### config.mk
export PLATFORM = sky130hd
export DESIGN_NAME = swor_mean
export DESIGN_NICKNAME = d
export VERILOG_FILES = /design/src/design/swor_pkg.sv /design/src/design/swor_mean.sv
export SDC_FILE = /design/constraint.sdc
export NUM_CORES = 1
export LEC_CHECK = 0
export ABC_AREA = 1
export BUFFER_PORTS_ARGS = -buffer_cell sky130_fd_sc_hd__buf_4
export CORE_UTILIZATION = 44
export DETAILED_ROUTE_END_ITERATION = 8
export PLACE_DENSITY = 0.73
export SYNTH_ARGS = -nofsm -noshare
export SYNTH_HDL_FRONTEND = slang
export SYNTH_SLANG_ARGS = --single-unit
### constraint.sdc
create_clock -name clk -period 0.8 [get_ports clk]
set_input_delay 0.16 -clock clk [delete_from_list [all_inputs] [get_ports clk]]
set_output_delay 0.16 -clock clk [all_outputs]
set_load 0.02 [all_outputs]
### src/design/swor_pkg.sv
`default_nettype none

package swor_pkg;

    localparam int unsigned WINDOW_DEFAULT = 5;
    localparam int unsigned SAMPLE_W = 16;
    localparam int unsigned SIGMA_W = 16;
    localparam int SAMPLE_MAX = 32767;

    // Pending-sample count; covers WINDOW up to 31 (HALF up to 15).
    localparam int unsigned PEND_W = 4;

    typedef enum logic [1:0] {
        KIND_NONE,
        KIND_EARLY,
        KIND_FULL
    } kind_t;

    typedef struct packed {
        kind_t               kind;
        logic                last;
        logic [PEND_W-1:0]   pend;
    } ctl_t;

    typedef struct packed {
        logic keep;
        logic neg;
    } verdict_t;

    typedef struct packed {
        logic signed [SAMPLE_W-1:0] value;
        logic                       replaced;
        logic                       end_of_stream;
    } result_t;

    function automatic int sum_width(input int window);
        return SAMPLE_W + $clog2(window) + 1;
    endfunction

    function automatic int spread_width(input int window);
        return 2 * SAMPLE_W + 2 * $clog2(window) + 1;
    endfunction

endpackage

`default_nettype wire

### src/design/swor_mean.sv
`default_nettype none

module swor_mean #(
    parameter int unsigned WINDOW = swor_pkg::WINDOW_DEFAULT,
    localparam int HALF  = (WINDOW - 1) / 2,
    localparam int SUM_W = swor_pkg::sum_width(WINDOW),
    localparam int SP_W  = swor_pkg::spread_width(WINDOW)
) (
    input  wire logic                                 clk,
    input  wire logic                                 rst_n,
    input  wire logic                                 en,
    input  wire logic                                 v3,
    input  swor_pkg::ctl_t                            ctl3,
    input  wire logic [SP_W-1:0]                      spread3,
    input  wire logic [SP_W-1:0]                      limsq3,
    input  wire logic signed [swor_pkg::SAMPLE_W-1:0] outlier3,
    input  wire logic signed [SUM_W-1:0]              sum3,
    input  wire logic signed [swor_pkg::SAMPLE_W-1:0] centre3,
    input  wire logic signed [swor_pkg::SAMPLE_W-1:0] tail3 [HALF],
    output logic                                      v6,
    output swor_pkg::ctl_t                            ctl6,
    output swor_pkg::verdict_t                        verdict6,
    output logic [SUM_W-1:0]                          quot6,
    output logic signed [swor_pkg::SAMPLE_W-1:0]      centre6,
    output logic signed [swor_pkg::SAMPLE_W-1:0]      tail6 [HALF]
);

    localparam int SW  = swor_pkg::SAMPLE_W;
    localparam int A_W = SUM_W;
    localparam int DIV = WINDOW - 1;
    // floor(2^A_W / DIV); the quotient estimate is low by at most one
    localparam logic [A_W-1:0] RECIP = A_W'((1 << A_W) / DIV);
    localparam logic [A_W-1:0] DIV_A = A_W'(DIV);

    logic                   v4_reg, v5_reg, v6_reg;
    swor_pkg::ctl_t         ctl4_reg, ctl5_reg, ctl6_reg;
    swor_pkg::verdict_t     vd4_reg, vd5_reg, vd6_reg;
    logic signed [SW-1:0]   centre4_reg, centre5_reg, centre6_reg;
    logic signed [SW-1:0]   tail4_reg [HALF];
    logic signed [SW-1:0]   tail5_reg [HALF];
    logic signed [SW-1:0]   tail6_reg [HALF];
    logic [A_W-1:0]         mag4_reg, mag5_reg;
    logic [2*A_W-1:0]       prod5_reg;
    logic [A_W-1:0]         quot6_reg;

    logic signed [SUM_W:0]  num;
    swor_pkg::verdict_t     vd4_next;
    logic [A_W-1:0]         mag4_next;
    logic [A_W-1:0]         q_est;
    logic [A_W-1:0]         rem;
    logic [A_W-1:0]         quot_next;

    always_comb
    begin
        num           = (SUM_W+1)'(sum3) - (SUM_W+1)'(outlier3);
        vd4_next.keep = spread3 < limsq3;
        vd4_next.neg  = num[SUM_W];
        mag4_next     = num[SUM_W] ? A_W'(-num) : A_W'(num);

        q_est     = prod5_reg[2*A_W-1:A_W];
        rem       = mag5_reg - q_est * DIV_A;
        quot_next = (rem >= DIV_A) ? q_est + 1'b1 : q_est;
    end

    always_ff @(posedge clk or negedge rst_n)
    begin
        if (!rst_n)
        begin
            v4_reg <= 1'b0;
            v5_reg <= 1'b0;
            v6_reg <= 1'b0;
        end
        else if (en)
        begin
            v4_reg <= v3;
            v5_reg <= v4_reg;
            v6_reg <= v5_reg;
        end
    end

    always_ff @(posedge clk)
    begin
        if (en)
        begin
            ctl4_reg    <= ctl3;
            vd4_reg     <= vd4_next;
            mag4_reg    <= mag4_next;
            centre4_reg <= centre3;

            ctl5_reg    <= ctl4_reg;
            vd5_reg     <= vd4_reg;
            mag5_reg    <= mag4_reg;
            prod5_reg   <= mag4_reg * RECIP;
            centre5_reg <= centre4_reg;

            ctl6_reg    <= ctl5_reg;
            vd6_reg     <= vd5_reg;
            quot6_reg   <= quot_next;
            centre6_reg <= centre5_reg;

            for (int k = 0; k < HALF; k++)
            begin
                tail4_reg[k] <= tail3[k];
                tail5_reg[k] <= tail4_reg[k];
                tail6_reg[k] <= tail5_reg[k];
            end
        end
    end

    assign v6       = v6_reg;
    assign ctl6     = ctl6_reg;
    assign verdict6 = vd6_reg;
    assign quot6    = quot6_reg;
    assign centre6  = centre6_reg;
    assign tail6    = tail6_reg;

endmodule

`default_nettype wire

; ---- Yosys cells after proc, flatten, opt, wreduce, memory -nomap -nowiden
; Memories as Yosys holds them, arrays and structs flattened. A register that Yosys moved wholly into a read port is not among the register bits.
; Cells that the tools add are included.
; Widths: inputs -> output; s select.
[classes]
mux = 4
n_reduce_logical = 0
n_eq_ne = 0
mul = 0
shifts = 0
magnitude_cmp = 2
div_mod_pow = 0
n_addsub = 4
n_bitwise = 0
[ops]
columns = op, n
row1 = $lt 39x39->1, 1
row2 = $sub 20x16->21, 1
row3 = $ge 20x3->1 const B, 1
row4 = $mux 20, 1
row5 = $neg 20->20, 1
row6 = $sub 20x20->20, 1
row7 = $add 18x1->19 const B, 1
row8 = $mux 18, 1
row9 = $mux 1, 2
[totals]
regBits = 137
latch_bits = 0
output_inout_bits = 78
memories = 2
elab_cells = 37
romBits = 0
ram_bits = 64
[memory_table]
columns = name, words, width, rd, rd_clocked_by_memory_dff, write_ports, line_no
row1 = tail4_reg, 2, 16, 2, 0, 2, swor_mean.sv:39  ; logic signed [SW-1:0] tail4_reg [HALF];
row2 = tail5_reg, 2, 16, 2, 2, 2, swor_mean.sv:40  ; logic signed [SW-1:0] tail5_reg [HALF];

; ---- Logic depth before layout (Yosys ltp)
[logic_depth]
word_depth = 3
ltp_mapped = 21

; ---- Worst setup path after synthesis
; Ideal clock, no wire load.
[synth_path]
path_type = in2reg
startpoint = in sum3[0]
endpoint = reg mag4_reg[18] (data pin)
path_stages = 15
setup_ns = 0.252
t_arrival_ns = 1.976
required_time_ns = 0.548
path_slack_ns = -1.428
cell_sequence = inv_1 -> ha_1 -> fa_1 -> inv_2 -> nand3_1 -> nor2_2 -> nor2_2 -> xor2_2 -> nand4_4 -> nor2_4 -> nand3b_1 -> nand2_2 -> nand2_1 -> nand2_1 -> nand2_1
[synth_between]
elab_chain_cells = 3
[synth_rtl]
columns = item, line_no
row1 = "start, declared", swor_mean.sv:17  ; input wire logic signed [SUM_W-1:0] sum3,
row2 = $sub 20x16->21 (*), swor_mean.sv:55  ; num = (SUM_W+1)'(sum3) - (SUM_W+1)'(outlier3);
row3 = $neg 20->20, swor_mean.sv:58  ; mag4_next = num[SUM_W] ? A_W'(-num) : A_W'(num);
row4 = $mux 20 (*), swor_mean.sv:58
row5 = net mag4_next[18], swor_mean.sv:48  ; logic [A_W-1:0] mag4_next;
row6 = "end signal, assigned", swor_mean.sv:87  ; mag4_reg <= mag4_next;
row7 = "end, declared", swor_mean.sv:42  ; logic [A_W-1:0] mag4_reg, mag5_reg;
; The timed path passes the listed nets; every way through them passes the cells marked *.
; A chain may end at the register's enable or synchronous reset.

; ---- Worst setup path in the final report
[layout_path]
startpoint = in sum3[0]
endpoint = reg mag4_reg[16] (data pin)
; The elaborated chain is that of the path after synthesis.

==> impl_metrics.tcl <==
set metrics [dict create \
    status "complete, but fails checks" \
    violations "design-rule violations, negative setup slack" \
    holdWs_ns 0.0309 \
    antenna_left 0 \
    die_y_um 153 \
    finClkSkew_ns 0.0117 \
    netlist_area_um2 9980 \
    layout_common_cells "buf_4, edfxtp_1, nand2_1, inv_1, buf_6" \
    min-delay-path-class "in -> async" \
    drive_gt1_frac 0.382 \
    grt_pass1_vias 7016 \
    gp_congestion 0.865 \
    synth_cells 807 \
    placed_cell_area_um2 13000 \
    hpwl_mm 15.8 \
    synth-edff-count 225 \
    clockBufferDepth 3 \
    port-buffer-count 248 \
    synth_seq_area_share 0.684 \
    setup_violations 96 \
    wl_per_cell_um 14.8 \
    drt-total-wl_mm 22.6 \
    clkTransAtPathRegs_ns 0.07 \
    cp-start-kind "input port" \
    fin_area_um2 14900 \
    drc 19 \
    max-cap-violations 0 \
    irDropWorstVdd_v 0.00130 \
    synth-seq-cells 228 \
    via_per_inst 4.64 \
    drt_iter0_drc 277 \
    clkLatencyLatePin_ns 0.47 \
    fin_crit_sh 2.27 \
    grt_max_degree 41 \
    fill_cells 1534 \
    antenna_found_initial 0 \
    n_antenna_cell 0 \
    cp-end-kind "flop" \
    power.switching_mw 7.02 \
    grt_pass1_wl_mm 34.7 \
    numClockSinks 228 \
    hold_violations 0 \
    setup_ws_ns -1.01 \
    nets 1461 \
    rsz0062_at_grt "true" \
    drv_slew 0 \
    worstPathRequired_ns 1.02 \
    clock.fmax_mhz 552 \
    cts_made_buffers 19 \
    htreeDepth 1 \
    seqPwrFrac 0.504 \
    reg2reg_setup_slack_ns 0.03 \
    worstPathArrival_ns 2.03 \
    synth.avg_cell_area_um2 12.4 \
    worstPathMaxFanout 3 \
    grt_usage 0.188 \
    internal_power_mw 22.4 \
    combPwrFrac 0.196 \
    overflow 0 \
    p_clk_frac 0.300 \
    cts-root-buf "clkbuf_16" \
    cts_tree "yes" \
    rr_worst_depth 1 \
    die_width_um 153 \
    ios 251 \
    p_per_area_nw_per_um2 1980 \
    ys.warnings.count 0 \
    multiInputGateArea_um2 2990 \
    worstSetupPathType "in -> reg" \
    postSynth.asyncResetShare 0.0132 \
    p_leak_nw 6.62 \
    synthFlopType "edfxtp_1" \
    fp.coreArea_um2 22000 \
    ff_latch_area_um2 6830 \
    start_util 0.453 \
    drt_pre_antenna_iters 8 \
    ys_types 38 \
    die_area_um2 23300 \
    placementRows 54 \
    mostFrequentLayoutCell "buf_4" \
    area_growth_pct 48.9 \
    p_sw_frac 0.238 \
    vias 7051 \
    period_needed_ns 1.81 \
]
final cells by class:
cell class,count,share of cell area
timing repair inverter,1,0.000589
inverter,145,0.0378
timing repair buffer,403,0.238
multi-input combinational,431,0.201
tap,280,0.0236
sequential,228,0.460
clock buffer,24,0.0333
clock inverter,8,0.00581
power by group through the flow:
stage	Clock (mW)	Combinational (mW)	Sequential (mW)
4_1_cts	8.89	5.48	14.8
6_report	8.83	5.77	14.8
2_1_floorplan	0	2.09	15.3
3_3_place_gp	0	4.83	15.0
3_5_place_dp	0	4.93	15.0
5_1_grt	9.41	6.32	14.9
path summary, 6_finish.rpt:
check | startpoint | end
worst min-delay path | rst_n | v6
worst max register to register | v6 | v6
min in group clk | en | tail4_reg[0][12]
worst min register to register | tail5_reg[0][12] | tail6[28]
max in group asynchronous | rst_n | v6
worst max-delay path | sum3[0] | mag4_reg[16]
cell usage after synthesis, drive strengths merged, types with 2 or more instances:
| cell | number | area, um2 |
|---|---|---|
| a21oi | 35 | 190 |
| and3 | 3 | 18.8 |
| buf | 4 | 37.5 |
| dfrtp | 3 | 75.1 |
| edfxtp | 225 | 6760 |
| ha | 58 | 726 |
| inv | 145 | 547 |
| nand2 | 190 | 766 |
| nand3 | 35 | 180 |
| nand3b | 3 | 22.5 |
| nand4 | 12 | 90.1 |
| nor2 | 47 | 201 |
| nor3 | 4 | 20.0 |
| o211ai | 2 | 15.0 |
| o21ai | 12 | 60.1 |
| o21bai | 3 | 22.5 |
| xnor2 | 5 | 51.3 |
| xor2 | 14 | 138 |
through the flow:
step / instances / TNS, ns / worst slack (ns) / utilization / power [mW]
floorplan: 808 / -22.98 / -1.30 / - / 17.4
global placement: 1419 / -48.08 / -1.52 / 0.590 / 19.8
detailed placement: 1419 / -48.96 / -1.56 / 0.590 / 20.0
CTS: 1516 / -46.93 / -0.998 / 0.662 / 29.2
global route: 1520 / -51.07 / -1.14 / 0.675 / 30.7
finish: 1520 / -46.08 / -1.01 / 0.675 / 29.4
per-layer routing:
metal,global-route usage,wire length [um],vias to the layer above
met5,0,0,-
met4,0.0529,493,0
met3,0.0310,1330,38
met2,0.352,11700,220
met1,0.222,9030,3236
li1,-,-,3557
worst max-delay path, stage by stage:
cell and delay, ns:
buf_8 0.08, inv_8 0.03, ha_4 0.15, fa_2 0.35, inv_2 0.08, nand3_2 0.09
nor2_4 0.15, o21ai_1 0.11, nand2_1 0.07, nand2_1 0.04, nand2_1 0.11, nand2_1 0.09
nor2_1 0.12, nand3_1 0.10, xor2_1 0.15, nand2_1 0.05, o21ai_1 0.07
what timing repair did:
item,4_1_cts,5_1_grt
buffers inserted,7,4
pin swaps,10,15
hold buffers,57,0
endpoints found under the setup margin,96,96
gates resized for setup,95,49
endpoints found under the hold margin,59,0
gates cloned,1,0
kinds of logic after synthesis:
group | after synthesis | synth area share
mux | 1 | 0.00113
buf+inv | 149 | 0.0585
compound gates | 56 | 0.0320
fa+ha+maj | 59 | 0.0747
other cells | 1 | 0.000376
flops | 228 | 0.684
simple gates | 294 | 0.130
xor+xnor | 19 | 0.0189
(Power assumes the default switching activity.)
