[src/design/swor_pkg.sv]
`default_nettype none

package swor_pkg;

    localparam int unsigned WINDOW_DEFAULT = 5;
    localparam int unsigned SAMPLE_W = 16;
    localparam int unsigned SIGMA_W = 16;
    localparam int SAMPLE_MAX = 32767;

    // Pending-sample count; covers WINDOW up to 31 (HALF up to 15).
    localparam int unsigned PEND_W = 4;

    typedef enum logic [1:0] {
        KIND_NONE,
        KIND_EARLY,
        KIND_FULL
    } kind_t;

    typedef struct packed {
        kind_t               kind;
        logic                last;
        logic [PEND_W-1:0]   pend;
    } ctl_t;

    typedef struct packed {
        logic keep;
        logic neg;
    } verdict_t;

    typedef struct packed {
        logic signed [SAMPLE_W-1:0] value;
        logic                       replaced;
        logic                       end_of_stream;
    } result_t;

    function automatic int sum_width(input int window);
        return SAMPLE_W + $clog2(window) + 1;
    endfunction

    function automatic int spread_width(input int window);
        return 2 * SAMPLE_W + 2 * $clog2(window) + 1;
    endfunction

endpackage

`default_nettype wire

[src/design/swor_if.sv]
`default_nettype none

interface swor_sample_if;
    logic                                 valid;
    logic                                 ready;
    logic signed [swor_pkg::SAMPLE_W-1:0] sample;
    logic                                 last;

    modport source (output valid, sample, last, input ready);
    modport sink (input valid, sample, last, output ready);
endinterface


`default_nettype wire

[src/design/swor_window.sv]
`default_nettype none

module swor_window #(
    parameter int unsigned WINDOW = swor_pkg::WINDOW_DEFAULT
) (
    input  wire logic                                 clk,
    input  wire logic                                 rst_n,
    input  wire logic                                 en,
    swor_sample_if.sink                               samples,
    output logic                                      v0,
    output swor_pkg::ctl_t                            ctl0,
    output logic signed [swor_pkg::SAMPLE_W-1:0]      win0 [WINDOW]
);

    localparam int HALF   = (WINDOW - 1) / 2;
    localparam int SEEN_W = $clog2(WINDOW + 1);
    localparam int PW     = swor_pkg::PEND_W;

    logic                                 accept;
    logic [SEEN_W-1:0]                    seen_reg, seen_next, seen_inc;
    logic                                 v0_reg;
    swor_pkg::ctl_t                       ctl0_reg, ctl0_next;
    logic signed [swor_pkg::SAMPLE_W-1:0] win_reg [WINDOW];

    assign samples.ready = en;
    assign accept        = samples.valid && en;

    always_comb
    begin
        seen_inc = (seen_reg < SEEN_W'(WINDOW)) ? seen_reg + 1'b1 : seen_reg;
        seen_next = seen_reg;
        if (accept)
        begin
            seen_next = samples.last ? '0 : seen_inc;
        end
        ctl0_next.last = samples.last;
        ctl0_next.pend = '0;
        if (seen_inc <= SEEN_W'(HALF))
        begin
            ctl0_next.kind = swor_pkg::KIND_EARLY;
        end
        else if (seen_inc == SEEN_W'(WINDOW))
        begin
            ctl0_next.kind = swor_pkg::KIND_FULL;
            ctl0_next.pend = PW'(HALF);
        end
        else
        begin
            ctl0_next.kind = swor_pkg::KIND_NONE;
            ctl0_next.pend = PW'(seen_inc - SEEN_W'(HALF));
        end
    end

    always_ff @(posedge clk or negedge rst_n)
    begin
        if (!rst_n)
        begin
            seen_reg <= '0;
            v0_reg   <= 1'b0;
        end
        else
        begin
            seen_reg <= seen_next;
            if (en)
            begin
                v0_reg <= samples.valid;
            end
        end
    end

    always_ff @(posedge clk)
    begin
        if (accept)
        begin
            for (int i = 0; i < WINDOW - 1; i++)
            begin
                win_reg[i] <= win_reg[i+1];
            end
            win_reg[WINDOW-1] <= samples.sample;
            ctl0_reg <= ctl0_next;
        end
    end

    assign v0   = v0_reg;
    assign ctl0 = ctl0_reg;
    assign win0 = win_reg;

endmodule

`default_nettype wire

[src/flat_wrapper.sv]
// flat-port wrapper written by rule: the top's interface ports become plain ports
module swor_window_flat 
#(
    parameter int unsigned WINDOW = swor_pkg::WINDOW_DEFAULT
)
  (clk, rst_n, en, v0, ctl0, win0, samples_valid, samples_sample, samples_last, samples_ready);
  swor_sample_if samples_i ();
  input  wire logic clk;
  input  wire logic rst_n;
  input  wire logic en;
  output logic v0;
  output swor_pkg::ctl_t ctl0;
  output logic signed [swor_pkg::SAMPLE_W-1:0] win0[WINDOW];
  input wire logic [$bits(samples_i.valid)-1:0] samples_valid;
  input wire logic [$bits(samples_i.sample)-1:0] samples_sample;
  input wire logic [$bits(samples_i.last)-1:0] samples_last;
  output wire logic [$bits(samples_i.ready)-1:0] samples_ready;
  assign samples_i.valid = samples_valid;
  assign samples_i.sample = samples_sample;
  assign samples_i.last = samples_last;
  assign samples_ready = samples_i.ready;
  swor_window #(.WINDOW(WINDOW)) u_core (.clk(clk), .rst_n(rst_n), .en(en), .samples(samples_i), .v0(v0), .ctl0(ctl0), .win0(win0));
endmodule
[config.mk]
export PLATFORM = sky130hd
export DESIGN_NAME = swor_window_flat
export DESIGN_NICKNAME = d
export VERILOG_FILES = /design/src/design/swor_pkg.sv /design/src/design/swor_if.sv /design/src/design/swor_window.sv /design/src/flat_wrapper.sv
export SDC_FILE = /design/constraint.sdc
export NUM_CORES = 1
export LEC_CHECK = 0
export BUFFER_PORTS_ARGS = -buffer_cell sky130_fd_sc_hd__buf_2
export CAP_MARGIN = 25
export CORE_MARGIN = 3
export CORE_UTILIZATION = 52
export CTS_CLUSTER_DIAMETER = 100
export CTS_CLUSTER_SIZE = 20
export DETAILED_ROUTE_END_ITERATION = 7
export PLACE_DENSITY = 0.84
export REMOVE_ABC_BUFFERS = 1
export SYNTH_ARGS = -nofsm -noshare
export SYNTH_HDL_FRONTEND = slang
export SYNTH_SLANG_ARGS = --single-unit
[constraint.sdc]
create_clock -name clk -period 3.3 [get_ports clk]
set_input_delay 0.165 -clock clk [delete_from_list [all_inputs] [get_ports clk]]
set_output_delay 0.165 -clock clk [all_outputs]
set_load 0.01 [all_outputs]
Word-level counts from Yosys, hierarchy flattened
Cells that the tools add are included.
Widths: inputs -> output; s select.
{"block": "word_totals", "register_bits": 91, "in_bits": 21, "output_inout_bits": 89, "elab_cells": 22}
{"block": "op_classes", "add_sub_neg": 2, "order_cmp": 2, "n_eq_ne": 1, "n_mux": 4, "n_reduce_logical": 2}
{"operator": "$mux 3", "count": 2}
{"operator": "$mux 2", "count": 2}
{"operator": "$sub 3x2->4 const B", "count": 1}
{"operator": "$add 3x1->3 const B", "count": 1}
{"operator": "$eq 3x3->1 const B", "count": 1}
{"operator": "$le 3x2->1 const B", "count": 1}
{"operator": "$lt 3x3->1 const B", "count": 1}
{"operator": "$reduce_or 2->1", "count": 1}
{"operator": "$logic_and 1x1->1", "count": 1}

Longest topological paths before layout
{"block": "depth", "depth_word": 4, "mapped_depth": 5, "depth_no_buf": 5}

Worst setup path after synthesis
No wires, ideal clock.
{"block": "synth_timing", "path_type": "input-to-reg", "start": "in samples_valid", "end": "reg u_core.ctl0_reg, in the netlist u_core.ctl0[0], enable pin", "setup_time_ns": 0.440, "arrival_ns": 2.021, "required_time_ns": 2.860, "setup_slack_ns": 0.839, "stages": 2, "path_buffers": 0, "path_cell_list": "nand2_1 -> inv_1"}
{"block": "synth_between", "elab_chain_cells": 1}
{"element": "start, declared", "line": "flat_wrapper.sv:14", "source": "input wire logic [$bits(samples_i.valid)-1:0] samples_valid;"}
{"element": "$logic_and 1x1->1", "line": "swor_window.sv:26", "source": "assign accept = samples.valid && en;"}
{"element": "via u_core.accept", "line": "swor_window.sv:19", "source": "logic accept;"}
{"element": "end signal, assigned", "line": "swor_window.sv:80", "source": "ctl0_reg <= ctl0_next;"}
{"element": "end, declared", "line": "swor_window.sv:22", "source": "swor_pkg::ctl_t ctl0_reg, ctl0_next;"}
The timed path passes the listed nets, and every way through them passes these cells.
A chain may end at the register's enable or synchronous reset.

Worst setup path in the final report
{"block": "layout_timing", "start": "reg u_core.seen_reg[1]", "end": "reg u_core.ctl0_reg, in the netlist u_core.ctl0[3] (data pin)"}
{"block": "layout_between", "elab_chain_cells": 4, "word_cells_on_any_way": 7, "classes_between": "2 x add/sub; 2 x order compare; 1 x eq/ne; 1 x mux; 1 x reduce/logical"}
{"element": "start, declared", "line": "swor_window.sv:20", "source": "logic [SEEN_W-1:0] seen_reg, seen_next, seen_inc;"}
{"element": "start signal, assigned", "line": "swor_window.sv:63", "source": "seen_reg <= seen_next;"}
{"element": "$add 3x1->3 / $lt 3x3->1 (equally long branches)", "line": "swor_window.sv:30", "source": "seen_inc = (seen_reg < SEEN_W'(WINDOW)) ? seen_reg + 1'b1 : seen_reg;"}
{"element": "$mux 3 *", "line": "swor_window.sv:30"}
{"element": "$le 3x2->1 / $eq 3x3->1 (equally long branches)", "line": "swor_window.sv:38, swor_window.sv:42"}
{"element": "$reduce_or 2->1 (no line)"}
Mark *: on every way between the ends. The rest lies on a longest branch, timed or not.

==> results summary <==
The number of antenna violations at the first check in global routing is 0. For the pin with the worst max-slew slack, the measured transition is 0.539 ns. The endpoint identified for the worst register-to-register timing path is u_core.ctl0[3]. The die span in x is 81.2 µm. The final cycle utilization of the critical path came out at 0.467. The clock root buffer is clkbuf_8. For the finished layout, the period the worst path requires is 1.54 ns. The slowest stage of the critical path belongs to the cell dfrtp_1.

The total of buffers placed on input and output ports is 109. The number of slew-limit violations in the final report came out at 0. The number of remaining DRC errors came out at 0. The critical path goes through ha_1 > nand2b_1 > o22ai_4 > ha_1 > and2_1. The pin count of the biggest net entering global routing is 36. The count of nets left with antenna violations once routing finished came out at 0. The number of global-route vias before repair came out at 1486. The first-pass iteration count of the detailed router is 4. The utilization after layout came out at 0.753.

The effective utilization at floorplan is 0.557. Compared with the post-synthesis result, the final layout area differs by 35.0%. After synthesis the netlist holds a flip-flop and latch count of 91. The arrival time of data at the critical path endpoint is 1.64 ns. The final routed wire length divided by cell count came out at 14.8 µm. The register with the most flip-flops in the layout has 80 of them. The global route total overflow is 0. For this run, the top clock speed supported by timing is 0.649 GHz.

The global placer's final weighted congestion is 0.800. The clock latency of the later-clocked register in the worst-skew pair came out at 0.34 ns. The run finished with clean final reports. By startpoint and endpoint, the worst setup path is classified as reg -> reg. For this run, the slowest stage of the critical path takes 0.48 ns. The number of primary I/O pins came out at 110.

The cell count of the worst reg-to-reg path is 5. The sequential share of the synthesized area came out at 0.923. Across all setup checks in the final design, the least slack found is 1.76 ns. The clock tree from TritonCTS is built. The share of synthesized area in the top cell type comes to 0.889. On the critical path the largest part of the delay comes from flip-flops. The number of DRC violations after detailed-routing iteration 0 came out at 70.

The worst hold path was traced through 2 stages. The die area is 0.00659 mm². The number of buffers on the longest clock path is 2.

The worst hold path terminates at u_core.v0. Measured along the y axis, the die boundary spans 81.2 µm. The quantity of gates resized following cts is 0. The worst min-delay path class is in -> reg. By area the synthesized netlist is led by edfxtp_1 (89%), dfrtp_1 (3.4%), ha_1 (0.85%).

The clock edge transition at the registers on the reported setup and hold paths is 0.08 ns. The worst setup timing slack at the placement stage is 1.53 ns. The H-tree depth is 3.

The library cells used most frequently in the layout, excluding fill and tap cells, are buf_2 (109), edfxtp_1 (87), dlygate4sd3_1 (17), clkbuf_8 (9), nand2_1 (5). The final layout contains 281 nets. STA classifies the critical path startpoint as a flip-flop. The source of the worst register-to-register timing path is u_core.seen_reg[1]. The first global-routing pass estimated 7230 µm of wire.

The average vias per placed instance is 4.65. Across the run, the number of max-cap violations was 0. The worst relative slew slack came out at 0.640.

In this run the worst path has a maximum fanout of 10. The most numerous cell type found on the critical path is ha_1. Setup violations remaining at the end of the flow were counted as 0. In this run the core area contains 26 standard-cell rows. The filler cells instantiated in the layout total 340. The worst IR drop on VDD is 0.000400 V. Setup repair after global routing left no endpoint under its margin. The synthesized instance count came out at 122. The number of buffers inserted by post-CTS setup repair came out at 0. The clock buffer count from CTS is 9. The clock sink count is 91. The mean instance size in the synthesized netlist came out at 24.1 µm². The layout cell share with drive strength beyond 1 is 0.502. In the global route stage, overall resource usage came out at 0.156. The vias after detailed routing came out at 1547. The total number of yosys warnings is 0. The post-synthesis cell area came out at 0.00294 mm².

The power density over cell area came out at 609 mW/mm². The final routed wirelength across all metal layers came out at 4940 µm. The total buffers and inverters traversed by the critical path came out at 0. The number of hold violations in the final report is 0.

The antenna diode instance count came out at 0. The area of the core came out at 0.00527 mm². The number of distinct library cells after synthesis is 22.

Summed over all cells, the static leakage comes to 1.59 nW. Clock skew on the completed layout was measured at 0.00623 ns. The critical path data required time is 3.40 ns. The most common cell after layout, fill and taps aside is buf_2. The worst hold path begins at en. In this run the register-to-register setup slack is 1.76 ns. The type of element capturing the critical path is a flip-flop. Summed over all failing endpoints, the final setup total negative slack is 0 ns.

Summed over all instances, the cell type with the most area after synthesis is edfxtp_1.
-- power breakdown --
| part | switching, mW | internal, mW |
|---|---|---|
| Clock | 0.355 | 0.502 |
| Combinational | 0.101 | 0.0902 |
| Sequential | 0.0373 | 1.33 |
| Total | 0.493 | 1.92 |
-- worst register-to-register path, stage by stage (launching register included) --
cell	delay [ns]
dfrtp_1	0.48
ha_1	0.27
nand2b_1	0.13
o22ai_4	0.09
ha_1	0.20
and2_1	0.14
-- cell type report --
cell class,count,area (µm²),share of cell area
inverters,4,16.3,0.00410
multi-input cells,24,180,0.0454
clock buffers,9,124,0.0312
well taps,70,87.6,0.0221
repair buffers,128,731,0.184
flip-flops and latches,91,2710,0.684
clock inverters,7,115,0.0290
-- cell usage after synthesis --
cell and n:
a21boi_1 1, a21oi_1 2, a22oi_2 1, and2_1 1, buf_4 1, buf_6 2, dfrtp_1 4, edfxtp_1 87
ha_1 2, inv_1 4, nand2_1 5, nand2_2 1, nand2b_1 1, nand2b_4 1, nor2_1 2, nor2b_1 1
o21ai_0 1, o22a_1 1, o22ai_4 1, o31ai_1 1, o31ai_2 1, or2_1 1
-- stage by stage --
stage                     cells  cell area, µm²  hold slack [ns]  total power, mW
final                       333            3970           0.0392             2.41
after global routing        333            3970           0.0312             2.51
after CTS                   333            3970           0.0159             2.44
after detailed placement    300            3560          -0.0292             1.57
after global placement      300            3560          -0.0296             1.56
after floorplan             119            2910           -0.131             1.49
-- repair_timing --
| item | CTS | global route |
|---|---|---|
| hold buffers | 17 | 0 |
| endpoints found under the setup margin | 0 | 0 |
| hold endpoints to repair | 20 | 0 |
-- cell families after synthesis --
family	share of synthesized area
AO/OA/AOI/OAI	0.0285
adder cells (fa/ha/maj)	0.00852
buffers and inverters	0.0153
flip-flops	0.923
AND/OR/NAND/NOR	0.0243
-- metal layers --
layer | GRT usage | vias up | routed length [µm]
met5 | 0 | - | 0
met2 | 0.266 | 66 | 2610
met3 | 0.0421 | 10 | 338
li1 | - | 743 | -
met1 | 0.177 | 728 | 1890
met4 | 0.0912 | 0 | 106
-- worst max path at each step --
stage | slack, ns | cells after the start | start | end
after global routing | 1.64 | 5 | u_core.seen_reg[1] | u_core.ctl0[2]
final | 1.76 | 5 | u_core.seen_reg[1] | u_core.ctl0[3]
after floorplan | 0.84 | 2 | samples_valid | u_core.ctl0[0]
after CTS | 1.75 | 5 | u_core.seen_reg[1] | u_core.ctl0[3]
after global placement | 1.57 | 4 | en | u_core.ctl0[0]
after detailed placement | 1.53 | 4 | en | u_core.ctl0[0]
Note: power is estimated with default switching activity, not from simulation.
