`src/design/swor_pkg.sv`:
```
`default_nettype none

package swor_pkg;

    localparam int unsigned WINDOW_DEFAULT = 5;
    localparam int unsigned SAMPLE_W = 16;
    localparam int unsigned SIGMA_W = 16;
    localparam int SAMPLE_MAX = 32767;

    // Pending-sample count; covers WINDOW up to 31 (HALF up to 15).
    localparam int unsigned PEND_W = 4;

    typedef enum logic [1:0] {
        KIND_NONE,
        KIND_EARLY,
        KIND_FULL
    } kind_t;

    typedef struct packed {
        kind_t               kind;
        logic                last;
        logic [PEND_W-1:0]   pend;
    } ctl_t;

    typedef struct packed {
        logic keep;
        logic neg;
    } verdict_t;

    typedef struct packed {
        logic signed [SAMPLE_W-1:0] value;
        logic                       replaced;
        logic                       end_of_stream;
    } result_t;

    function automatic int sum_width(input int window);
        return SAMPLE_W + $clog2(window) + 1;
    endfunction

    function automatic int spread_width(input int window);
        return 2 * SAMPLE_W + 2 * $clog2(window) + 1;
    endfunction

endpackage

`default_nettype wire

```
`src/design/swor_if.sv`:
```
`default_nettype none


interface swor_result_if;
    logic                                 valid;
    logic                                 ready;
    logic signed [swor_pkg::SAMPLE_W-1:0] value;
    logic                                 replaced;
    logic                                 end_of_stream;

    modport source (output valid, value, replaced, end_of_stream, input ready);
    modport sink (input valid, value, replaced, end_of_stream, output ready);
endinterface


`default_nettype wire

```
`src/design/swor_seq.sv`:
```
`default_nettype none

module swor_seq #(
    parameter int unsigned WINDOW = swor_pkg::WINDOW_DEFAULT,
    localparam int HALF  = (WINDOW - 1) / 2,
    localparam int SUM_W = swor_pkg::sum_width(WINDOW)
) (
    input  wire logic                                 clk,
    input  wire logic                                 rst_n,
    input  wire logic                                 v6,
    input  swor_pkg::ctl_t                            ctl6,
    input  swor_pkg::verdict_t                        verdict6,
    input  wire logic [SUM_W-1:0]                     quot6,
    input  wire logic signed [swor_pkg::SAMPLE_W-1:0] centre6,
    input  wire logic signed [swor_pkg::SAMPLE_W-1:0] tail6 [HALF],
    output logic                                      load_ok,
    swor_result_if.source                             results
);

    localparam int SW    = swor_pkg::SAMPLE_W;
    localparam int QD    = HALF + 1;
    localparam int CNT_W = $clog2(QD + 1);
    localparam int PW    = swor_pkg::PEND_W;

    localparam logic [SUM_W-1:0]     POS_LIM = SUM_W'(swor_pkg::SAMPLE_MAX);
    localparam logic [SUM_W-1:0]     NEG_LIM = SUM_W'(swor_pkg::SAMPLE_MAX + 1);
    localparam logic signed [SW-1:0] VAL_MAX = SW'(swor_pkg::SAMPLE_MAX);
    localparam logic signed [SW-1:0] VAL_MIN = {1'b1, {(SW-1){1'b0}}};

    swor_pkg::result_t  ent_reg [QD];
    logic [CNT_W-1:0]   cnt_reg;

    logic               take;
    logic               load;
    logic               has_first;
    swor_pkg::result_t  first;
    logic signed [SW-1:0] mean;
    logic [PW-1:0]      fl_cnt;
    swor_pkg::result_t  fl [QD];
    swor_pkg::result_t  ent_new [QD];
    logic [CNT_W-1:0]   cnt_new;

    assign take    = results.valid && results.ready;
    assign load_ok = (cnt_reg == '0) || (cnt_reg == CNT_W'(1) && results.ready);
    assign load    = v6 && load_ok;

    always_comb
    begin
        if (!verdict6.neg && quot6 > POS_LIM)
        begin
            mean = VAL_MAX;
        end
        else if (verdict6.neg && quot6 > NEG_LIM)
        begin
            mean = VAL_MIN;
        end
        else
        begin
            mean = verdict6.neg ? -(SW'(quot6)) : SW'(quot6);
        end

        first = '0;
        unique case (ctl6.kind)
            swor_pkg::KIND_EARLY:
            begin
                has_first           = 1'b1;
                first.value         = tail6[HALF-1];
                first.end_of_stream = ctl6.last;
            end
            swor_pkg::KIND_FULL:
            begin
                has_first      = 1'b1;
                first.value    = verdict6.keep ? centre6 : mean;
                first.replaced = !verdict6.keep;
            end
            swor_pkg::KIND_NONE:
            begin
                has_first = 1'b0;
            end
            default:
            begin
                has_first = 1'b0;
            end
        endcase

        // trailing samples, oldest first
        fl_cnt = ctl6.last ? ctl6.pend : '0;
        fl = '{default: '0};
        for (int f = 0; f < HALF; f++)
        begin
            for (int k = 0; k < HALF; k++)
            begin
                if (k == HALF - int'(ctl6.pend) + f)
                begin
                    fl[f].value = tail6[k];
                end
            end
            fl[f].end_of_stream = (PW'(f + 1) == fl_cnt);
        end

        ent_new[0] = has_first ? first : fl[0];
        for (int j = 1; j < QD; j++)
        begin
            ent_new[j] = has_first ? fl[j-1] : fl[j];
        end
        cnt_new = CNT_W'(has_first) + CNT_W'(fl_cnt);
    end

    always_ff @(posedge clk or negedge rst_n)
    begin
        if (!rst_n)
        begin
            cnt_reg <= '0;
        end
        else if (load)
        begin
            cnt_reg <= cnt_new;
        end
        else if (take)
        begin
            cnt_reg <= cnt_reg - 1'b1;
        end
    end

    always_ff @(posedge clk)
    begin
        if (load)
        begin
            ent_reg <= ent_new;
        end
        else if (take)
        begin
            for (int j = 0; j < QD - 1; j++)
            begin
                ent_reg[j] <= ent_reg[j+1];
            end
        end
    end

    assign results.valid         = (cnt_reg != '0);
    assign results.value         = ent_reg[0].value;
    assign results.replaced      = ent_reg[0].replaced;
    assign results.end_of_stream = ent_reg[0].end_of_stream;

endmodule

`default_nettype wire

```
`src/flat_wrapper.sv`:
```
// flat-port wrapper written by rule: the top's interface ports become plain ports
module swor_seq_flat 
#(
    parameter int unsigned WINDOW = swor_pkg::WINDOW_DEFAULT,
    localparam int HALF  = (WINDOW - 1) / 2,
    localparam int SUM_W = swor_pkg::sum_width(WINDOW)
)
  (clk, rst_n, v6, ctl6, verdict6, quot6, centre6, tail6, load_ok, results_valid, results_value, results_replaced, results_end_of_stream, results_ready);
  swor_result_if results_i ();
  input  wire logic clk;
  input  wire logic rst_n;
  input  wire logic v6;
  input  swor_pkg::ctl_t ctl6;
  input  swor_pkg::verdict_t verdict6;
  input  wire logic [SUM_W-1:0] quot6;
  input  wire logic signed [swor_pkg::SAMPLE_W-1:0] centre6;
  input  wire logic signed [swor_pkg::SAMPLE_W-1:0] tail6[HALF];
  output logic load_ok;
  output wire logic [$bits(results_i.valid)-1:0] results_valid;
  output wire logic [$bits(results_i.value)-1:0] results_value;
  output wire logic [$bits(results_i.replaced)-1:0] results_replaced;
  output wire logic [$bits(results_i.end_of_stream)-1:0] results_end_of_stream;
  input wire logic [$bits(results_i.ready)-1:0] results_ready;
  assign results_valid = results_i.valid;
  assign results_value = results_i.value;
  assign results_replaced = results_i.replaced;
  assign results_end_of_stream = results_i.end_of_stream;
  assign results_i.ready = results_ready;
  swor_seq #(.WINDOW(WINDOW)) u_core (.clk(clk), .rst_n(rst_n), .v6(v6), .ctl6(ctl6), .verdict6(verdict6), .quot6(quot6), .centre6(centre6), .tail6(tail6), .load_ok(load_ok), .results(results_i));
endmodule
```
`config.mk`:
```
export PLATFORM = sky130hd
export DESIGN_NAME = swor_seq_flat
export DESIGN_NICKNAME = d
export VERILOG_FILES = /design/src/design/swor_pkg.sv /design/src/design/swor_if.sv /design/src/design/swor_seq.sv /design/src/flat_wrapper.sv
export SDC_FILE = /design/constraint.sdc
export NUM_CORES = 1
export LEC_CHECK = 0
export ABC_AREA = 1
export BUFFER_PORTS_ARGS = -buffer_cell sky130_fd_sc_hd__buf_4
export CORE_UTILIZATION = 56
export DETAILED_ROUTE_END_ITERATION = 10
export PLACE_DENSITY = 0.88
export SLEW_MARGIN = 15
export SYNTH_ARGS = -nofsm -noshare
export SYNTH_HDL_FRONTEND = slang
export SYNTH_SLANG_ARGS = --single-unit
```
`constraint.sdc`:
```
create_clock -name clk -period 2.53 [get_ports clk]
set_input_delay 0 -clock clk [delete_from_list [all_inputs] [get_ports clk]]
set_output_delay 0 -clock clk [all_outputs]
set_load 0.02 [all_outputs]
```
## Word-level counts from Yosys, hierarchy flattened

Index checks and enable logic that the tools add are counted.

- Add/sub/neg operators: 5
- $lt $le $gt $ge: 2
- Equal/unequal tests: 7
- Multiplexer cells: 19
- Reductions and logical operators: 14

Operator list:

| cell | count |
|---|---|
| 16-bit 2-to-1 mux | 8 |
| 36-bit 2-to-1 mux | 2 |
| 2-bit by 32-bit equality test with 1-bit output, first input constant | 2 |
| 32-bit logical NOT | 2 |
| 18-bit 2-to-1 mux | 2 |
| 32-bit by 2-bit adder with 32-bit output, second input constant | 1 |
| 16-bit one-hot mux with 2 select lines | 1 |
| 20-bit by 15-bit > comparator with 1-bit output, second input constant | 1 |
| 20-bit by 16-bit > comparator with 1-bit output, second input constant | 1 |
| 16-bit negation | 1 |
| 1-bit logical AND | 5 |
| 2-bit by 4-bit subtractor with 5-bit output, first input constant | 1 |
| 1-bit by 4-bit equality test with 1-bit output, first input constant | 1 |
| 2-bit by 1-bit equality test with 1-bit output, second input constant | 2 |
| 2-bit by 4-bit equality test with 1-bit output, first input constant | 1 |
| 2-bit 2-to-1 mux | 2 |
| 4-bit 2-to-1 mux | 1 |
| 2-bit nonzero test | 2 |
| 1-bit 2-to-1 mux | 3 |
| 1-bit by 2-bit adder with 2-bit output | 1 |
| 2-bit equality test, second input constant | 1 |
| 1-bit logical NOT | 2 |
| 2-bit logical NOT | 1 |
| 2-bit OR reduction | 1 |
| other kinds (2) | 2 |

- Register bits after elaboration: 56
- Input port bits: 81
- Output and inout port bits: 20
- Word-level logic and storage cells: 57

## Longest topological paths before layout

Gate-level depths: netlist of the first run.

- Word-level depth: 8
- Gate-level depth with buffers: 14
- Mapped depth without buffers: 14

## Worst setup path after synthesis of the first run

OpenSTA, ideal clock, no wires.

- Path kind: register -> register
- Start point: register u_core.cnt_reg[0]
- End point: register u_core.ent_reg[18] (netlist bit) (enable)
- Library setup time: 395 ps
- Arrival: 1664 ps
- Required time: 2135 ps
- Path slack: 471 ps
- Cell stages (with the launch flop): 6
- Path buffers: 0
- Period minus slack after synthesis: 2059 ps
- Cell sequence: dfrtp_1 inv_1 ha_1 inv_1 nand2_1 nand2_1

- Elaborated cells between the ends (all ways): 8
- Those cells by class: 1 x eq/ne; 7 x reduce/logical

RTL lines:

| item | line | source |
|---|---|---|
| start, declared | swor_seq.sv:31 | `logic [CNT_W-1:0] cnt_reg;` |
| start signal, assigned | swor_seq.sv:117 | `cnt_reg <= cnt_new;` |
| start signal, assigned | swor_seq.sv:121 | `cnt_reg <= cnt_reg - 1'b1;` |
| 2-bit nonzero test | swor_seq.sv:140 | `assign results.valid = (cnt_reg != '0);` |
| via results_valid | flat_wrapper.sv:19 | `output wire logic [$bits(results_i.valid)-1:0] results_valid;` |
| 1-bit logical AND | swor_seq.sv:43 | `assign take = results.valid && results.ready;` |
| 2-bit nonzero test (no line) | -- |  |
| end signal, assigned | swor_seq.sv:129 | `ent_reg <= ent_new;` |
| end signal, assigned by index | swor_seq.sv:135 | `ent_reg[j] <= ent_reg[j+1];` |
| end, declared | swor_seq.sv:30 | `swor_pkg::result_t ent_reg [QD];` |

The timed path passes the listed nets, and every way through them passes these cells.
A chain may end at the register's enable or synchronous reset.

## Worst setup path after layout of the first run

- Start point: input ctl6[0] (netlist bit)
- End point: register u_core.ent_reg[28] (netlist bit) (data pin)

- Longest elaborated chain between the ends: 7
- Elaborated cells between the ends (all ways): 12
- Those cells by class: 2 x add/sub; 2 x eq/ne; 6 x mux; 2 x reduce/logical

Ends and longest elaborated chain:

| item | line | source |
|---|---|---|
| start, declared | flat_wrapper.sv:13 | `input swor_pkg::ctl_t ctl6;` |
| 2-bit by 4-bit subtractor with 5-bit output * | swor_seq.sv:93 | `if (k == HALF - int'(ctl6.pend) + f)` |
| 32-bit by 2-bit adder with 32-bit output | swor_seq.sv:93 |  |
| 32-bit logical NOT | swor_seq.sv:93 |  |
| 16-bit 2-to-1 mux (2 in a row) | swor_seq.sv:93 |  |
| 18-bit 2-to-1 mux * | swor_seq.sv:104 | `ent_new[j] = has_first ? fl[j-1] : fl[j];` |
| 36-bit 2-to-1 mux * | swor_seq.sv:127 | `if (load)` |

Mark *: on every way between the ends. The rest lies on a longest branch, timed or not.

==> results of run 1 <==
==> final timing paths <==
check | start | end | slack [ns] | cells after the start
min | rst_n | u_core.cnt_reg[0] | -0.0005 | 2
max reg2reg | u_core.cnt_reg[0] | u_core.results.value[15] | 0.70 | 11
max in group asynchronous | rst_n | u_core.cnt_reg[1] | 2.44 | 2
min reg2reg | u_core.ent_reg[24] | u_core.results.value[4] | 0.53 | 2
max | ctl6[0] | u_core.ent_reg[28] | 0.47 | 14
min in group clk | tail6[7] | u_core.results.value[7] | 0.09 | 5
==> stage by stage <==
stage	instance area [sq um]	std cells
after detailed placement	5390	834
after CTS	5480	842
final	5480	842
after global placement	5390	834
after global routing	5480	842
after floorplan	4760	674
==> worst register-to-register path, cell delays in order (launching register included) <==
cell and delay (ns):
dfrtp_1 0.38, inv_1 0.07, ha_1 0.21, inv_1 0.09, nand2_1 0.08, nand2_1 0.10
clkinv_1 0.08, buf_4 0.27, nand2_1 0.13, inv_1 0.04, nand2_1 0.07, nand2_1 0.08
==> cells by family after synthesis <==
kind of cell	after synthesis	share of synthesized area, %
AOI/OAI and AO/OA	63	6.83
xor gates and xnor gates	9	1.66
and+or+nand+nor	408	40.7
adders and majority gates	15	3.94
DFF	54	33.9
buffers and inverters	125	13.0
==> Yosys cell counts, types with 3 or more instances <==
library cell,instances,area share [%]
a21oi_1,51,5.4
nor2_1,41,3.2
nand4_1,19,2.5
inv_1,64,5.0
nand2_2,3,0.39
xor2_1,5,0.92
nand2_4,3,0.71
o21ai_0,8,0.84
buf_2,6,0.63
nand3b_1,5,0.79
nand2_1,206,16
ha_1,15,3.9
edfxtp_1,52,33
nand4_2,14,3.7
clkbuf_1,18,1.4
nand3_1,109,11
xnor2_1,4,0.74
buf_4,26,4.1
==> metal layers <==
metal  global-route usage [%]  part of all wire, %  vias up
li1                         -                    -     2350
met1                     35.2                   38     2247
met2                     51.3                   50      280
met3                     5.26                  8.2       53
met4                     16.3                  4.0        0
met5                        0                    0        -
==> power groups by stage <==
stage	registers, uW	logic [uW]	clock network (uW)
after CTS	1580	1660	485
after detailed placement	1600	1650	0
final	1580	1670	493
after global placement	1590	1610	0
after floorplan	1590	1230	0
after global routing	1610	1840	526
==> final cells by class <==
cell class	instances	area, sq um
Clock inverter	1	7.51
Sequential cell	54	1610
Multi-Input combinational cell	495	2540
Clock buffer	6	72.6
Inverter	69	260
Tap cell	105	131
Timing Repair Buffer	112	856
Fill cell	702	2740
==> flow_metrics.env, run 1 <==
export IMPL_synth_ff_type="edfxtp_1"
export IMPL_synthArstFlopShare_pct=3.70
export IMPL_ys_ff_latch=54
export IMPL_powerDensity_nw_per_um2=683
export IMPL_drv_slew=0
export IMPL_layout_commonest_cell="nand2_1"
export IMPL_irDropWorstVdd_mv=0.846
export IMPL_dieArea_sq_um=8870
export IMPL_cpLargestDelayFamily="simple AND/OR/NAND/NOR gates"
export IMPL_cts_tree="built"
export IMPL_setup_viol=0
export IMPL_p_int_uw=2270
export IMPL_startpoint_type="primary input"
export IMPL_tightest_slew_ns=0.782
export IMPL_nNetsFinal=833
export IMPL_cp_max_fo=18
export IMPL_min_period_over_period_pct=81.6
export IMPL_cts_buffer_depth=2
export IMPL_slowest_delay_ns=0.29
export IMPL_io_pin_count=101
export IMPL_antenna_found_initial=0
export IMPL_crit_buf_inv=3
export IMPL_syn_area_per_cell_sq_um=7.06
export IMPL_first_pass_iters=5
export IMPL_leakagePower_uw=0.00275
export IMPL_clkPwrFrac_pct=13.2
export IMPL_clk_latency_ns=0.32
export IMPL_viasPerCell=5.86
export IMPL_wl_per_cell_um=15.2
export IMPL_syn_area_sq_um=4760
export IMPL_die_h_um=94.2
export IMPL_power_total_uw=3740
export IMPL_crit_chain="buf_4, ha_1, xor2_1, nand3_2, clkinv_2, nand2_1, ha_1, nand3b_1, nor3_4, buf_4, nand4_1, nand3_1, nand3_1, nand2_1"
export IMPL_port_buffers=100
export IMPL_drtAntennaViolNets=0
export IMPL_end_kind="flip-flop"
export IMPL_gp_congestion=0.945
export IMPL_status="finished with violations"
export IMPL_hold_class="primary input to async pin"
export IMPL_grt_pass1_wl_um=21000
export IMPL_fmax_mhz=484
export IMPL_drt_initial_drc_count=446
export IMPL_final_layout_size_suffix_gt1_share_pct=20.1
export IMPL_rsz0062_at_grt="no"
export IMPL_grt_use_total_pct=29.9
export IMPL_cts_sinks=54
export IMPL_fin_util_pct=66.7
export IMPL_hold_violations=2
export IMPL_p_seq_share_pct=42.1
export IMPL_violations="negative hold slack"
export IMPL_synthCells=674
export IMPL_die_x_um=94.2
export IMPL_clk_pin_slew_ns=0.10
export IMPL_routed_via_count=4930
export IMPL_sw_frac_of_total_pct=39.4
export IMPL_cts_hold_buf=1
export IMPL_wl_um=12800
export IMPL_cts_setup_buffers=0
export IMPL_row_count=33
export IMPL_maxCapViolations=0
export IMPL_largest_register_ffs=34
export IMPL_tns_ns=0
export IMPL_synth_edf_count=52
export IMPL_synth_warnings=0
export IMPL_worstPathArrival_ns=2.26
export IMPL_htree_levels=2
export IMPL_ys_types=36
export IMPL_layout_common_cells="nand2_1, buf_4, nand3_1"
export IMPL_synth_nets=770
export IMPL_root_buffer="clkbuf_8"
export IMPL_grt_pass1_vias=4726
export IMPL_drc=0
export IMPL_grt_max_degree=50
export IMPL_cts_repair_resized=0
export IMPL_hold_ws_ns=-0.000510
export IMPL_cpMaxStageDelayCell="buf_4"
export IMPL_p_switching_uw=1470
export IMPL_syn_to_final_growth_pct=15.1
export IMPL_pwr_share_comb_pct=44.7
export IMPL_dp_hpwl_um=8940
export IMPL_fin_crit_ns=2.06
export IMPL_relSlewSlack_pct=47.8
export IMPL_core_area_sq_um=8220
export IMPL_finalWorstSetupSlack_ns=0.465
export IMPL_clock_skew_ns=0.0117
export IMPL_grt_ovfl_total=0
export IMPL_cp_required_ns=2.73
export IMPL_synth_seq_area_share_pct=33.9
export IMPL_cts_buffers_inserted=5
export IMPL_insertedDiodeCount=0
export IMPL_place_worst_setup_slack_ns=0.153
export IMPL_initial_core_util_pct=57.9
export IMPL_critical_path_class="primary input to flip-flop"
Note: power is estimated with default switching activity, not from simulation.
==> inputs of run 2 (changes only) <==
==> constraint.sdc (replaced) <==
create_clock -name clk -period 2.1 [get_ports clk]
set_input_delay 0 -clock clk [delete_from_list [all_inputs] [get_ports clk]]
set_output_delay 0 -clock clk [all_outputs]
set_load 0.02 [all_outputs]
==> flow_metrics.env, run 2 (same netlist as run 1, synthesis figures left out) <==
export IMPL_die_x_um=94.2
export IMPL_clock_skew_ns=0.00898
export IMPL_root_buffer="clkbuf_8"
export IMPL_antenna_found_initial=0
export IMPL_fin_crit_ns=2.03
export IMPL_whs_endpoint="u_core.results.value[14]"
export IMPL_routed_via_count=4999
export IMPL_nNetsFinal=846
export IMPL_viasPerCell=5.84
export IMPL_clk_pin_slew_ns=0.12
export IMPL_dieArea_sq_um=8870
export IMPL_grt_pass1_wl_um=21100
export IMPL_cts_tree="built"
export IMPL_rr_startpoint="u_core.cnt_reg[0]"
export IMPL_core_area_sq_um=8220
export IMPL_cts_buffers_inserted=5
export IMPL_drt_initial_drc_count=495
export IMPL_worst_r2r_cell_count=9
export IMPL_maxCapViolations=0
export IMPL_initial_core_util_pct=57.9
export IMPL_layout_commonest_cell="nand2_1"
export IMPL_port_buffers=100
export IMPL_grt_ovfl_total=0
export IMPL_cp_max_fo=16
export IMPL_worstPathArrival_ns=2.22
export IMPL_io_pin_count=101
export IMPL_grt_max_degree=51
export IMPL_hold_ws_ns=0.0876
export IMPL_setup_viol=0
export IMPL_r2r_end="u_core.cnt_reg[0]"
export IMPL_end_kind="flip-flop"
export IMPL_row_count=33
export IMPL_fillCellCount=668
export IMPL_grt_pass1_vias=4686
export IMPL_layout_common_cells="nand2_1, buf_4, nand3_1"
export IMPL_relSlewSlack_pct=33.6
export IMPL_insertedDiodeCount=0
export IMPL_wl_um=13600
export IMPL_cts_sinks=54
export IMPL_die_h_um=94.2
export IMPL_holdPathStages=5
export IMPL_first_pass_iters=7
export IMPL_irDropWorstVdd_mv=1.30
export IMPL_gp_congestion=0.915
export IMPL_final_layout_size_suffix_gt1_share_pct=22.0
export IMPL_fmax_mhz=493
export IMPL_drc=0
export IMPL_tightest_slew_ns=0.997
export IMPL_min_period_over_period_pct=96.7
export IMPL_hold_class="primary input to flip-flop"
export IMPL_status="complete, no violations"
export IMPL_clk_latency_ns=0.32
export IMPL_cp_required_ns=2.30
export IMPL_hold_violations=0
export IMPL_r2r_slack_ns=0.24
export IMPL_powerDensity_nw_per_um2=835
export IMPL_grt_use_total_pct=30.3
export IMPL_cts_buffer_depth=2
export IMPL_drtAntennaViolNets=0
export IMPL_wl_per_cell_um=15.9
export IMPL_syn_to_final_growth_pct=19.0
export IMPL_placed_area_sq_um=5480
export IMPL_dp_hpwl_um=9050
export IMPL_critical_path_class="primary input to flip-flop"
export IMPL_startpoint_type="primary input"
export IMPL_htree_levels=2
export IMPL_largest_register_ffs=34
export IMPL_drv_slew=0
export IMPL_final_area_sq_um=5670
export IMPL_hp_start="tail6[14]"
export IMPL_leakagePower_uw=0.00285
-- run 2: layout make-up --
| type | instances | area (sq um) | share of cell area [%] |
|---|---|---|---|
| multi-input cells | 495 | 2550 | 45.0 |
| inverters | 69 | 260 | 4.59 |
| flip-flops and latches | 54 | 1610 | 28.4 |
| well taps | 105 | 131 | 2.32 |
| repair buffers | 125 | 998 | 17.6 |
| clock inverters | 3 | 47.5 | 0.839 |
| clock buffers | 5 | 68.8 | 1.21 |
-- run 2: where the power goes --
group | switching (uW) | internal (uW) | total [uW] | leakage, uW
sequential | 125 | 1780 | 1910 | 0.000534
clock | 393 | 363 | 756 | 0.0000587
combinational | 1320 | 748 | 2070 | 0.00225
total | 1840 | 2890 | 4730 | 0.00285
-- run 2: per-stage QoR --
| stage | total power (uW) | TNS [ns] | cells | utilization (%) | setup slack [ns] |
|---|---|---|---|---|---|
| global route | 4970 | -0.116 | 856 | 69.0 | -0.0698 |
| CTS | 4690 | 0 | 853 | 68.4 | 0.153 |
| global placement | 3880 | -0.473 | 843 | 66.7 | -0.0465 |
| detailed placement | 3960 | -3.43 | 843 | 66.7 | -0.187 |
| floorplan | 3400 | 0 | 674 | - | 0.0407 |
| finish | 4730 | 0 | 856 | 69.0 | 0.0702 |
-- run 2: worst max-delay path, cell delays in order --
cell and delay [ns]:
buf_4 0.13, ha_2 0.20, buf_4 0.14, nor2_1 0.15
inv_2 0.09, ha_1 0.29, nand4_1 0.15, nor3_4 0.23
buf_4 0.15, buf_12 0.15, nand4_2 0.13, nand3_1 0.20
nand3_1 0.11, nand2_1 0.08
-- run 2: layer usage --
layer  wire length (um)  up-vias  GRT usage (%)
li1                   -     2376              -
met1               4860     2245           36.1
met2               6910      317           52.7
met3               1220       61           4.29
met4                575        0           15.5
met5                  0        -              0
-- run 2: what timing repair did --
| action | in CTS | in global routing |
|---|---|---|
| hold buffers | 2 | 0 |
| resized for setup | 0 | 3 |
| setup buffers | 0 | 2 |
| setup endpoints to repair | 0 | 9 |
| hold endpoints to repair | 2 | 0 |
-- run 2: worst max-delay path by stage --
stage                                  from                 end  slack, ns  depth (start not counted)
after floorplan           u_core.cnt_reg[0]  u_core.ent_reg[18]       0.04                          5
after global placement              ctl6[0]  u_core.ent_reg[21]      -0.05                         14
after detailed placement            ctl6[0]  u_core.ent_reg[28]      -0.19                         14
after CTS                           ctl6[0]  u_core.ent_reg[20]       0.15                         14
after global routing                ctl6[1]  u_core.ent_reg[28]      -0.07                         14
final                               ctl6[0]  u_core.ent_reg[28]       0.07                         14
